[src/hw/rtl/mfp_pkg.sv]
// ----------------------------------------------------------------------------
// mfp_pkg
// Shared types, constants and the CRC-8 step function of the frame packer.
// ----------------------------------------------------------------------------
package mfp_pkg;

    localparam int MAX_PAYLOAD_DEF = 64;
    localparam int Q_DEPTH         = 4;
    localparam int PADDR_W         = 3;

    localparam logic REG_DEV_ADDR = 1'b0;
    localparam logic REG_CRC_POLY = 1'b1;

    typedef enum logic {
        K_START = 1'b0,
        K_DATA  = 1'b1
    } t_kind;

    // b0..b2 carry address, command and length of a start; b0 the byte of a data entry
    typedef struct packed {
        t_kind      kind;
        logic [7:0] b0;
        logic [7:0] b1;
        logic [7:0] b2;
        logic       last;
    } t_entry;

    typedef struct packed {
        logic empty;
        logic full;
    } t_q_stat;

    function automatic logic [7:0] crc8_absorb(input logic [7:0] crc,
                                               input logic [7:0] din,
                                               input logic [7:0] poly);
        logic [7:0] r;
        r = crc ^ din;
        for (int i = 0; i < 8; i++) begin
            if (r[7]) begin
                r = {r[6:0], 1'b0} ^ poly;
            end else begin
                r = {r[6:0], 1'b0};
            end
        end
        return r;
    endfunction

endpackage

[src/hw/rtl/mfp_in_if.sv]
// ----------------------------------------------------------------------------
// mfp_in_if
// Input channel of the frame packer: start and payload items.
// ----------------------------------------------------------------------------
interface mfp_in_if;
    logic       valid;
    logic       ready;
    logic       func;
    logic [7:0] command;
    logic [6:0] length;
    logic [7:0] data_byte;

    modport source (output valid, func, command, length, data_byte, input ready);
    modport sink   (input valid, func, command, length, data_byte, output ready);
endinterface

[src/hw/rtl/mfp_out_if.sv]
// ----------------------------------------------------------------------------
// mfp_out_if
// Output channel of the frame packer: one frame byte per beat.
// ----------------------------------------------------------------------------
interface mfp_out_if;
    logic       valid;
    logic       ready;
    logic [7:0] out_byte;
    logic       frame_end;

    modport source (output valid, out_byte, frame_end, input ready);
    modport sink   (input valid, out_byte, frame_end, output ready);
endinterface

[src/hw/rtl/mfp_front.sv]
// ----------------------------------------------------------------------------
// mfp_front
// Accepts items, tracks frame position and queues start and data entries.
// ----------------------------------------------------------------------------
module mfp_front #(
    parameter int MAX_PAYLOAD = mfp_pkg::MAX_PAYLOAD_DEF
) (
    input  logic                i_clk,
    input  logic                i_rst_n,
    mfp_in_if.sink              i_in,
    input  logic [7:0]          i_dev_addr,
    input  logic                i_q_full,
    output logic                o_push,
    output mfp_pkg::t_entry     o_entry
);

    logic       r_in_frame;
    logic [6:0] r_bytes_left;
    logic       n_in_frame;
    logic [6:0] n_bytes_left;
    logic       w_accept;
    logic [6:0] w_len;

    assign i_in.ready = !i_q_full;
    assign w_accept   = i_in.valid && i_in.ready;

    always_comb begin
        if ({1'b0, i_in.length} > 8'(MAX_PAYLOAD)) begin
            w_len = 7'(MAX_PAYLOAD);
        end else begin
            w_len = i_in.length;
        end
    end

    always_comb begin
        n_in_frame   = r_in_frame;
        n_bytes_left = r_bytes_left;
        o_push       = 1'b0;
        o_entry.kind = mfp_pkg::K_START;
        o_entry.b0   = i_dev_addr;
        o_entry.b1   = i_in.command;
        o_entry.b2   = {1'b0, w_len};
        o_entry.last = (w_len == 7'd0);
        if (w_accept) begin
            if (i_in.func == 1'b0) begin
                o_push       = 1'b1;
                n_in_frame   = (w_len != 7'd0);
                n_bytes_left = w_len;
            end else if (r_in_frame) begin
                o_push       = 1'b1;
                o_entry.kind = mfp_pkg::K_DATA;
                o_entry.b0   = i_in.data_byte;
                o_entry.last = (r_bytes_left <= 7'd1);
                n_bytes_left = (r_bytes_left != 7'd0) ? r_bytes_left - 7'd1 : 7'd0;
                n_in_frame   = (r_bytes_left > 7'd1);
            end
        end
    end

    always_ff @(posedge i_clk) begin
        if (!i_rst_n) begin
            r_in_frame   <= 1'b0;
            r_bytes_left <= 7'd0;
        end else begin
            r_in_frame   <= n_in_frame;
            r_bytes_left <= n_bytes_left;
        end
    end

endmodule

[src/hw/rtl/mfp_queue.sv]
// ----------------------------------------------------------------------------
// mfp_queue
// Short FIFO of entries between the front and the back.
// ----------------------------------------------------------------------------
module mfp_queue #(
    parameter int DEPTH = mfp_pkg::Q_DEPTH
) (
    input  logic                i_clk,
    input  logic                i_rst_n,
    input  logic                i_push,
    input  mfp_pkg::t_entry     i_entry,
    input  logic                i_pop,
    output mfp_pkg::t_entry     o_head,
    output mfp_pkg::t_q_stat    o_stat
);

    localparam int PW = (DEPTH > 1) ? $clog2(DEPTH) : 1;
    localparam int CW = $clog2(DEPTH + 1);

    mfp_pkg::t_entry r_mem [DEPTH];
    logic [PW-1:0]   r_wr_ptr;
    logic [PW-1:0]   r_rd_ptr;
    logic [CW-1:0]   r_count;
    logic            w_push;
    logic            w_pop;

    assign o_stat.empty = (r_count == CW'(0));
    assign o_stat.full  = (r_count == CW'(DEPTH));
    assign w_push       = i_push && !o_stat.full;
    assign w_pop        = i_pop && !o_stat.empty;
    assign o_head       = r_mem[r_rd_ptr];

    always_ff @(posedge i_clk) begin
        if (w_push) begin
            r_mem[r_wr_ptr] <= i_entry;
        end
    end

    always_ff @(posedge i_clk) begin
        if (!i_rst_n) begin
            r_wr_ptr <= '0;
            r_rd_ptr <= '0;
            r_count  <= '0;
        end else begin
            if (w_push) begin
                r_wr_ptr <= (r_wr_ptr == PW'(DEPTH - 1)) ? '0 : r_wr_ptr + PW'(1);
            end
            if (w_pop) begin
                r_rd_ptr <= (r_rd_ptr == PW'(DEPTH - 1)) ? '0 : r_rd_ptr + PW'(1);
            end
            if (w_push && !w_pop) begin
                r_count <= r_count + CW'(1);
            end else if (w_pop && !w_push) begin
                r_count <= r_count - CW'(1);
            end
        end
    end

endmodule

[src/hw/rtl/mfp_back.sv]
// ----------------------------------------------------------------------------
// mfp_back
// Expands queued entries into frame bytes, folds each into the CRC and
// appends the CRC byte at frame end.
// ----------------------------------------------------------------------------
module mfp_back (
    input  logic                i_clk,
    input  logic                i_rst_n,
    input  mfp_pkg::t_entry     i_head,
    input  logic                i_q_empty,
    input  logic [7:0]          i_crc_poly,
    output logic                o_pop,
    mfp_out_if.source           o_out
);

    logic       r_out_valid;
    logic [7:0] r_out_byte;
    logic       r_out_end;
    logic [1:0] r_step;
    logic [7:0] r_crc;

    logic       w_adv;
    logic       w_take;
    logic       w_is_crc;
    logic       w_done;
    logic [7:0] w_byte;
    logic [7:0] w_crc_base;

    assign o_out.valid     = r_out_valid;
    assign o_out.out_byte  = r_out_byte;
    assign o_out.frame_end = r_out_end;

    assign w_adv  = !r_out_valid || o_out.ready;
    assign w_take = w_adv && !i_q_empty;
    assign o_pop  = w_take && w_done;

    always_comb begin
        w_is_crc   = 1'b0;
        w_done     = 1'b0;
        w_byte     = i_head.b0;
        w_crc_base = r_crc;
        case (i_head.kind)
            mfp_pkg::K_START: begin
                case (r_step)
                    2'd0: begin
                        w_byte     = i_head.b0;
                        w_crc_base = 8'd0;
                    end
                    2'd1: w_byte = i_head.b1;
                    2'd2: begin
                        w_byte = i_head.b2;
                        w_done = !i_head.last;
                    end
                    default: begin
                        w_byte   = r_crc;
                        w_is_crc = 1'b1;
                        w_done   = 1'b1;
                    end
                endcase
            end
            default: begin
                if (r_step == 2'd0) begin
                    w_byte = i_head.b0;
                    w_done = !i_head.last;
                end else begin
                    w_byte   = r_crc;
                    w_is_crc = 1'b1;
                    w_done   = 1'b1;
                end
            end
        endcase
    end

    always_ff @(posedge i_clk) begin
        if (!i_rst_n) begin
            r_out_valid <= 1'b0;
            r_step      <= 2'd0;
            r_crc       <= 8'd0;
        end else begin
            if (w_adv) begin
                r_out_valid <= !i_q_empty;
            end
            if (w_take) begin
                r_step <= w_done ? 2'd0 : r_step + 2'd1;
                if (!w_is_crc) begin
                    r_crc <= mfp_pkg::crc8_absorb(w_crc_base, w_byte, i_crc_poly);
                end
            end
        end
    end

    always_ff @(posedge i_clk) begin
        if (w_take) begin
            r_out_byte <= w_byte;
            r_out_end  <= w_is_crc;
        end
    end

endmodule

[src/hw/rtl/message_frame_packer_crc8_top.sv]
// ----------------------------------------------------------------------------
// message_frame_packer_crc8_top
// Packs start and payload items into an addressed byte stream closed by a
// CRC-8 byte.
// ----------------------------------------------------------------------------
// An input item is taken every cycle while the four-entry queue between the
// front and the back has room. Output runs at one byte per cycle while the
// port is ready: a start gives three header bytes (four with a CRC when its
// length is zero), a payload byte gives one (two on the last byte of a
// frame), so the output port sets the sustained item rate; the queue absorbs
// bursts and the registered output stage lets input flow on while a byte
// waits. The back folds one byte per cycle into the CRC with the polynomial
// currently programmed. Registers: 0x0 device address, 0x4 CRC polynomial.
module message_frame_packer_crc8_top #(
    parameter int MAX_PAYLOAD = mfp_pkg::MAX_PAYLOAD_DEF,
    parameter int Q_DEPTH     = mfp_pkg::Q_DEPTH
) (
    input  logic                        i_clk,
    input  logic                        i_rst_n,
    mfp_in_if.sink                      i_in,
    mfp_out_if.source                   o_out,
    input  logic                        psel,
    input  logic                        penable,
    input  logic                        pwrite,
    input  logic [mfp_pkg::PADDR_W-1:0] paddr,
    input  logic [31:0]                 pwdata,
    output logic [31:0]                 prdata,
    output logic                        pready
);

    logic [7:0]       r_dev_addr;
    logic [7:0]       r_crc_poly;
    logic             w_wr;
    logic             w_push;
    logic             w_pop;
    mfp_pkg::t_entry  w_entry;
    mfp_pkg::t_entry  w_head;
    mfp_pkg::t_q_stat w_q_stat;

    assign pready = 1'b1;
    assign w_wr   = psel && penable && pwrite && pready;

    always_comb begin
        if (paddr[2] == mfp_pkg::REG_CRC_POLY) begin
            prdata = {24'd0, r_crc_poly};
        end else begin
            prdata = {24'd0, r_dev_addr};
        end
    end

    always_ff @(posedge i_clk) begin
        if (!i_rst_n) begin
            r_dev_addr <= 8'd0;
            r_crc_poly <= 8'h07;
        end else if (w_wr) begin
            if (paddr[2] == mfp_pkg::REG_DEV_ADDR) begin
                r_dev_addr <= pwdata[7:0];
            end else begin
                r_crc_poly <= pwdata[7:0];
            end
        end
    end

    mfp_front #(
        .MAX_PAYLOAD (MAX_PAYLOAD)
    ) u_front (
        .i_clk      (i_clk),
        .i_rst_n    (i_rst_n),
        .i_in       (i_in),
        .i_dev_addr (r_dev_addr),
        .i_q_full   (w_q_stat.full),
        .o_push     (w_push),
        .o_entry    (w_entry)
    );

    mfp_queue #(
        .DEPTH (Q_DEPTH)
    ) u_queue (
        .i_clk   (i_clk),
        .i_rst_n (i_rst_n),
        .i_push  (w_push),
        .i_entry (w_entry),
        .i_pop   (w_pop),
        .o_head  (w_head),
        .o_stat  (w_q_stat)
    );

    mfp_back u_back (
        .i_clk      (i_clk),
        .i_rst_n    (i_rst_n),
        .i_head     (w_head),
        .i_q_empty  (w_q_stat.empty),
        .i_crc_poly (r_crc_poly),
        .o_pop      (w_pop),
        .o_out      (o_out)
    );

`ifndef SYNTHESIS
    a_start_queued: assert property (@(posedge i_clk) disable iff (!i_rst_n)
        (i_in.valid && i_in.ready && !i_in.func) |-> w_push)
        else $error("start item accepted without a queue entry");

    a_pop_nonempty: assert property (@(posedge i_clk) disable iff (!i_rst_n)
        w_pop |-> !w_q_stat.empty)
        else $error("pop from an empty queue");

    a_no_push_full: assert property (@(posedge i_clk) disable iff (!i_rst_n)
        w_push |-> !w_q_stat.full)
        else $error("push into a full queue");

    a_reset_idle: assert property (@(posedge i_clk)
        !i_rst_n |=> !o_out.valid)
        else $error("output valid straight after reset");
`endif

endmodule
[src/flat_wrapper.sv]
// flat-port wrapper written by rule: the top's interface ports become plain ports
module message_frame_packer_crc8_top_flat 
#(
    parameter int MAX_PAYLOAD = mfp_pkg::MAX_PAYLOAD_DEF,
    parameter int Q_DEPTH     = mfp_pkg::Q_DEPTH
)
  (i_clk, i_rst_n, psel, penable, pwrite, paddr, pwdata, prdata, pready, i_in_valid, i_in_func, i_in_command, i_in_length, i_in_data_byte, i_in_ready, o_out_valid, o_out_out_byte, o_out_frame_end, o_out_ready);
  mfp_in_if i_in_i ();
  mfp_out_if o_out_i ();
  input  logic i_clk;
  input  logic i_rst_n;
  input  logic psel;
  input  logic penable;
  input  logic pwrite;
  input  logic [mfp_pkg::PADDR_W-1:0] paddr;
  input  logic [31:0] pwdata;
  output logic [31:0] prdata;
  output logic pready;
  input wire logic [$bits(i_in_i.valid)-1:0] i_in_valid;
  input wire logic [$bits(i_in_i.func)-1:0] i_in_func;
  input wire logic [$bits(i_in_i.command)-1:0] i_in_command;
  input wire logic [$bits(i_in_i.length)-1:0] i_in_length;
  input wire logic [$bits(i_in_i.data_byte)-1:0] i_in_data_byte;
  output wire logic [$bits(i_in_i.ready)-1:0] i_in_ready;
  output wire logic [$bits(o_out_i.valid)-1:0] o_out_valid;
  output wire logic [$bits(o_out_i.out_byte)-1:0] o_out_out_byte;
  output wire logic [$bits(o_out_i.frame_end)-1:0] o_out_frame_end;
  input wire logic [$bits(o_out_i.ready)-1:0] o_out_ready;
  assign i_in_i.valid = i_in_valid;
  assign i_in_i.func = i_in_func;
  assign i_in_i.command = i_in_command;
  assign i_in_i.length = i_in_length;
  assign i_in_i.data_byte = i_in_data_byte;
  assign i_in_ready = i_in_i.ready;
  assign o_out_valid = o_out_i.valid;
  assign o_out_out_byte = o_out_i.out_byte;
  assign o_out_frame_end = o_out_i.frame_end;
  assign o_out_i.ready = o_out_ready;
  message_frame_packer_crc8_top #(.MAX_PAYLOAD(MAX_PAYLOAD), .Q_DEPTH(Q_DEPTH)) u_core (.i_clk(i_clk), .i_rst_n(i_rst_n), .i_in(i_in_i), .o_out(o_out_i), .psel(psel), .penable(penable), .pwrite(pwrite), .paddr(paddr), .pwdata(pwdata), .prdata(prdata), .pready(pready));
endmodule
[config.mk]
export PLATFORM = sky130hd
export DESIGN_NAME = message_frame_packer_crc8_top_flat
export DESIGN_NICKNAME = d
export VERILOG_FILES = /design/src/hw/rtl/mfp_pkg.sv /design/src/hw/rtl/mfp_in_if.sv /design/src/hw/rtl/mfp_out_if.sv /design/src/hw/rtl/mfp_front.sv /design/src/hw/rtl/mfp_queue.sv /design/src/hw/rtl/mfp_back.sv /design/src/hw/rtl/message_frame_packer_crc8_top.sv /design/src/flat_wrapper.sv
export SDC_FILE = /design/constraint.sdc
export NUM_CORES = 1
export LEC_CHECK = 0
export CAP_MARGIN = 25
export CORE_MARGIN = 4
export CORE_UTILIZATION = 55
export DETAILED_ROUTE_END_ITERATION = 7
export DONT_BUFFER_PORTS = 1
export PLACE_DENSITY = 0.7
export SKIP_LAST_GASP = 1
export SLEW_MARGIN = 20
export SYNTH_ARGS = -nofsm -noshare
export SYNTH_HDL_FRONTEND = slang
export SYNTH_SLANG_ARGS = --single-unit
export TNS_END_PERCENT = 50
[constraint.sdc]
create_clock -name i_clk -period 5.6 [get_ports i_clk]
set_clock_uncertainty 0.2 [all_clocks]
set_input_delay 0.84 -clock i_clk [delete_from_list [all_inputs] [get_ports i_clk]]
set_output_delay 0.84 -clock i_clk [all_outputs]
set_load 0.01 [all_outputs]
==> results.toml, run 1 <==
[routing]
routed_via_density = 6.345
drc_errors = 0
dr.pass1.iters = 6
drtIter0Drc = 852
wl_um = 21690
ant_nets = 0
vias = 6884
drt-met1-wl_um = 9363
wl_met2_um = 10260
top_layer_used = "met4"
dr_wl_met3_um = 1824
wire_per_inst_um = 19.99

[sta]
fmax_mhz = 184.9
post-route-min-period_ns = 5.409
fin_tns_setup_ns = 0
setup_ws_ns = 0.1913
worst_slew_pin_slew_ns = 0.8278
final_hold_viol_count = 0
slew_viol_final = 0
period_share = 0.9658
holdWs_ns = 0.2807
rsz0062_at_grt = "true"
setup_violations = 0
slew_headroom = 0.4470

[setup_path]
path_buf_inv = 1
worstSetupPathType = "flip-flop to flip-flop"
path_common_cell = "o211ai_1"
crit_fanout = 9
cp.arrival_ns = 5.54
end_kind = "flip-flop"
slowest_delay_ns = 0.59
start_kind = "flip-flop"
cp_top_family = "compound AO/OA/AOI/OAI gates"
crit_path_cell_trace = "mux2_2, a32oi_2, nand3_2, a221o_1, a21oi_4, buf_4, a311oi_2, a31oi_1, o211ai_1, a2111o_1, a211o_1, nand4b_1, nand4_2, o21a_2, or4_1, o211ai_1"
required_ns = 5.73
crit_slowest_cell = "dfxtp_1"

[logic_synthesis]
ys_warn_count = 0
synth_common_cells = "nand2_1, edfxtp_1, a21oi_1, nor2_1, dfxtp_1"
ys.flop_type = "edfxtp_1"
ys_ff_latch = 153
synth_top_cells_by_area = "edfxtp_1, dfxtp_1, nand2_1, mux4_2, a21oi_1"
yosys.area.top_type = "edfxtp_1"
synth_edf_count = 109
netlist_area_um2 = 9076
synth.distinct_cells = 104
synth_top_area_share = 0.3606
postSynthCellCount = 847
synth-async-reset-ratio = 0
synth.yosys.seq_area_share = 0.4577
syn_avg_cell_area_um2 = 10.72
yosysMostFrequentCell = "nand2_1"

[placement]
detailedPlace.worstSlack_ns = 0.01154
place.port_buffers = 0
place_inst = 1049
dp_hpwl_um = 15260
place_congestion = 0.9060

[power]
leakagePower_nw = 3.623
power_mw = 6.616
power_density_nw_per_um2 = 660.0
irDropWorstVdd_mv = 0.3670

[clock_tree]
htree_num_levels = 4
clk_path_buf_depth = 2
cts_tree = "yes"
numCtsBuffers = 17
clkSinkCount = 153
path_clk_slew_ns = 0.06
clk_latency_ns = 0.42
root_buffer = "clkbuf_16"

[global_routing]
grt_antenna_before_repair = 0
grt_pass1_vias = 6643
gr-usage-all-layers = 0.2354
grt_pass1_wl_um = 34070
grt_max_degree = 33
grt_overflow = 0

[floorplan]
placementRows = 46
fp.dieW_um = 136.5
initial_core_util = 0.5673
ios = 110
die-area_um2 = 18620
core_region_area_um2 = 16000
die_h_um = 136.5

[finish]
register_area_um2 = 4158
fill_cells = 1256
fin_nets = 935
area_growth_pct = 10.44
layout.cells.non_filler = 1085
drive_gt1_frac = 0.1761
multi_input_area_um2 = 4604
antennaDiodeCount = 0

[outcome]
status = "finished, final reports clean"

[worst_hold_path]
min_path_type = "flip-flop to flip-flop"

[flow_run]
cap_violations = 0
## cell usage in the layout, fill, tap and decap left out, types with 4 or more instances in the layout
| cell | count |
|---|---|
| and2_1 | 10 |
| nor4_1 | 5 |
| dfxtp_1 | 43 |
| nor3_1 | 25 |
| a32oi_1 | 5 |
| a22oi_1 | 8 |
| xnor3_1 | 4 |
| o21ai_0 | 27 |
| a311oi_1 | 4 |
| a211oi_1 | 7 |
| nor2b_1 | 9 |
| xor2_1 | 6 |
| edfxtp_1 | 109 |
| ha_1 | 12 |
| or3b_2 | 4 |
| xnor2_1 | 23 |
| buf_4 | 36 |
| nand3_1 | 23 |
| nor2_1 | 48 |
| inv_1 | 19 |
| clkinv_1 | 5 |
| mux2i_1 | 10 |
| a221o_1 | 5 |
| clkbuf_16 | 17 |
| mux4_2 | 18 |
| nand4_1 | 8 |
| o211ai_1 | 9 |
| conb_1 | 25 |
| or4_1 | 5 |
| or3_1 | 7 |
| nand2_1 | 127 |
| mux2_2 | 15 |
| a21oi_1 | 52 |
| clkinv_2 | 4 |
| mux4_1 | 4 |
| a31oi_1 | 4 |
## worst min-delay path, delay by kind of cell, from the launching register on
kind,cells,cell delay [ns]
AOI/OAI and AO/OA,1,0.05
and+or+nand+nor,1,0.06
DFF,1,0.32
## worst paths after layout
| check | from | to | slack (ns) | depth (start not counted) |
|---|---|---|---|---|
| worst max-delay path | flip-flop | u_core.u_back.r_crc[2] | 0.19 | 16 |
| worst max register to register | flip-flop | u_core.u_back.r_crc[2] | 0.19 | 16 |
| worst min-delay path | u_core.r_dev_addr[5] | u_core.r_dev_addr[5] | 0.28 | 2 |
| worst min register to register | u_core.r_dev_addr[5] | u_core.r_dev_addr[5] | 0.28 | 2 |
## state kept, by name (all words and copies together) (netlist names), named ones only
signal,count
u_core.r_crc_poly,8
u_core.r_dev_addr,8
u_core.u_back.o_out.frame_end,1
u_core.u_back.o_out.out_byte,8
u_core.u_back.o_out.valid,1
u_core.u_back.r_crc,8
u_core.u_back.r_step,2
u_core.u_front.r_bytes_left,7
u_core.u_front.r_in_frame,1
u_core.u_queue.r_count,3
u_core.u_queue.r_mem,100
u_core.u_queue.r_rd_ptr,2
u_core.u_queue.r_wr_ptr,2
## routing by layer
layer / track usage / vias to the layer above
li1: - / 3165
met1: 0.3253 / 3338
met2: 0.3743 / 352
met3: 0.06181 / 29
met4: 0.05431 / 0
met5: 0 / -
## per-stage QoR
stage / area, µm² / utilization
final: 10020 / 0.6264
after global routing: 10020 / 0.6264
after CTS: 9896 / 0.6185
after detailed placement: 9298 / 0.5811
after global placement: 9298 / 0.5811
after floorplan: 9163 / -
## what timing repair did
item | CTS | global route
setup endpoints to repair | 2 | 8
hold buffers | 0 | 0
buffers inserted | 0 | 3
gates resized for setup | 3 | 15
## area by class of cell
type	instances	area share
multi-input cells	623	0.4594
flip-flops and latches	153	0.4148
clock buffers	20	0.04356
repair buffers	39	0.03246
well taps	216	0.02696
clock inverters	12	0.01460
inverters	22	0.008239
## kinds of logic after synthesis
| family | Yosys count | synth area share |
|---|---|---|
| buffers and inverters | 94 | 0.05583 |
| AND/OR/NAND/NOR | 306 | 0.1690 |
| flip-flops | 153 | 0.4577 |
| multiplexers | 51 | 0.09098 |
| adder cells (fa/ha/maj) | 13 | 0.01875 |
| other | 2 | 0.0008274 |
| XOR/XNOR | 39 | 0.05114 |
| AO/OA/AOI/OAI | 189 | 0.1558 |
## where the power goes
part	total (mW)	internal, mW	leakage [nW]	switching, mW
Clock	1.14	0.700	0.289	0.440
Sequential	1.50	1.37	1.37	0.126
Combinational	3.98	1.80	1.96	2.18
Power figures use the tool's default switching activity.
==> run 2: changes to the inputs <==
--- a/config.mk
+++ b/config.mk
@@ -10,6 +10,7 @@
 export CORE_UTILIZATION = 55
 export DETAILED_ROUTE_END_ITERATION = 7
 export DONT_BUFFER_PORTS = 1
+export MAX_ROUTING_LAYER = met4
 export PLACE_DENSITY = 0.7
 export SKIP_LAST_GASP = 1
 export SLEW_MARGIN = 20
==> results.toml, run 2 (synthesized netlist as in run 1, its figures left out) <==
[outcome]
status = "finished, final reports clean"

[floorplan]
die-area_um2 = 18620
placementRows = 46
fp.dieW_um = 136.5
die_h_um = 136.5
core_region_area_um2 = 16000
initial_core_util = 0.5673
ios = 110

[global_routing]
grt_overflow = 0
grt_max_degree = 33
grt_pass1_wl_um = 33950
grt_pass1_vias = 6459
grt_antenna_before_repair = 0
gr-usage-all-layers = 0.2434

[finish]
layout.cells.non_filler = 1090
drive_gt1_frac = 0.1808
largest_register_ff_count = 100
area_growth_pct = 10.49
regMostFlops = "u_core.u_queue.r_mem"
final_cell_mix = "nand2_1, edfxtp_1, a21oi_1, nor2_1, dfxtp_1"
fin_nets = 940
fin_area_um2 = 10030
layout_commonest_cell = "nand2_1"
antennaDiodeCount = 0

[sta]
period_share = 0.9640
rsz0062_at_grt = "true"
setup_violations = 0
fmax_mhz = 185.2
worst_slew_pin_slew_ns = 0.9773
slew_headroom = 0.3456
final_hold_viol_count = 0
post-route-min-period_ns = 5.398
slew_viol_final = 0

[clock_tree]
clkSinkCount = 153
path_clk_slew_ns = 0.06
root_buffer = "clkbuf_16"
postCtsHoldBufs = 0
clk_latency_ns = 0.42
clk_path_buf_depth = 2
cts_tree = "yes"
numCtsBuffers = 17
htree_num_levels = 4

[power]
switching_power_mw = 2.732
switching_share = 0.4146
power_density_nw_per_um2 = 657.2
leakagePower_nw = 3.652
irDropWorstVdd_mv = 0.4392
p_seq_frac = 0.227
cellInternalPower_mw = 3.859
combPwrFrac = 0.601
power_frac_clock = 0.172

[worst_hold_path]
hold_path_startpoint = "u_core.u_front.r_bytes_left[6]"
min_path_type = "flip-flop to flip-flop"

[routing]
ant_nets = 0
wire_per_inst_um = 19.82
dr.pass1.iters = 5
vias = 6848
drc_errors = 0
routed_via_density = 6.283
drtIter0Drc = 672
wl_um = 21610

[setup_path]
crit_slowest_cell = "o311ai_0"
slowest_delay_ns = 0.60
cp.arrival_ns = 5.51
cp_num_cells = 14
crit_fanout = 11
path_common_cell = "buf_4"
worstSetupEndpoint = "u_core.u_back.r_crc[3]"
end_kind = "flip-flop"
rr_worst_depth = 14
start_kind = "flip-flop"
worstSetupPathType = "flip-flop to flip-flop"
r2r_end = "u_core.u_back.r_crc[3]"
cp_top_family = "compound AO/OA/AOI/OAI gates"
crit_path_cell_trace = "buf_4, buf_4, mux4_1, a221o_1, o311ai_0, and4_1, o211ai_1, a2111o_1, and2_1, xnor3_1, mux2i_4, nor4b_1, or4b_1, and3b_1"
rrSetupSlack_ns = 0.20
required_ns = 5.71
path_buf_inv = 2

[placement]
place_congestion = 0.9496
post_dp_cell_area_um2 = 9293
place_inst = 1050
dp_hpwl_um = 15360
place.port_buffers = 0

[flow_run]
cap_violations = 0
-- run 2: changes by cell type in the layout (fill, tap and decap cells not counted), moves of 2 or more --
cell / before / now
buf_4: 36 / 42
clkbuf_16: 17 / 21
bufinv_16: 3 / 0
clkinv_1: 5 / 3
inv_4: 0 / 2
-- run 2: how the worst min path moves through the flow --
stage / depth (start not counted) / end
finish: 2 / u_core.u_front.r_bytes_left[6]
global route: 1 / u_core.r_crc_poly[2]
CTS: 2 / u_core.u_front.r_bytes_left[6]
detailed placement: 2 / u_core.u_front.r_bytes_left[6]
global placement: 2 / u_core.u_front.r_bytes_left[6]
floorplan: 2 / u_core.u_front.r_bytes_left[6]
-- run 2: timing repair --
item	in CTS	in global routing
gates cloned	0	0
hold endpoints to repair	0	0
gates resized for setup	1	11
buffers inserted	0	7
endpoints found under the setup margin	4	8
pin swaps	0	5
-- run 2: layer usage --
metal / part of all wire / vias to the layer above / GRT usage
met5: 0 / - / -
met4: 0.012 / 0 / 0.06383
met3: 0.078 / 25 / 0.04959
met2: 0.47 / 327 / 0.3677
met1: 0.44 / 3329 / 0.3386
li1: - / 3167 / -
-- run 2: final cells by class --
class	instances	area (µm²)
fill	1307	5972
multi-input combinational	623	4571
sequential	153	4158
clock buffer	25	551.8
timing repair buffer	44	350.3
tap	216	270.3
inverter	22	82.58
clock inverter	7	45.04
-- run 2: worst min-delay path, cell delays in order, from the launching register on --
cell and delay (ns):
dfxtp_1 0.30, o21ai_0 0.06, a21oi_1 0.06
-- run 2: power by group through the flow --
| stage | Sequential [mW] | Combinational (mW) | Clock, mW |
|---|---|---|---|
| finish | 1.50 | 3.96 | 1.13 |
| global route | 1.51 | 4.25 | 1.20 |
| CTS | 1.49 | 3.78 | 1.14 |
| detailed placement | 1.52 | 3.75 | 0 |
| global placement | 1.51 | 3.63 | 0 |
| floorplan | 1.47 | 2.99 | 0 |
-- run 2: metrics by stage --
step	TNS (ns)	total power, mW	setup WS [ns]	utilization	hold slack [ns]
final	0	6.591	0.2018	0.6268	0.2743
after global placement	0	5.141	0.1108	0.5808	0.2656
after detailed placement	-0.04418	5.272	-0.04418	0.5808	0.2694
after CTS	0	6.419	0.02034	0.6182	0.2760
after global routing	-0.05437	6.960	-0.04643	0.6268	0.2751
after floorplan	0	4.460	0.5898	-	0.2437
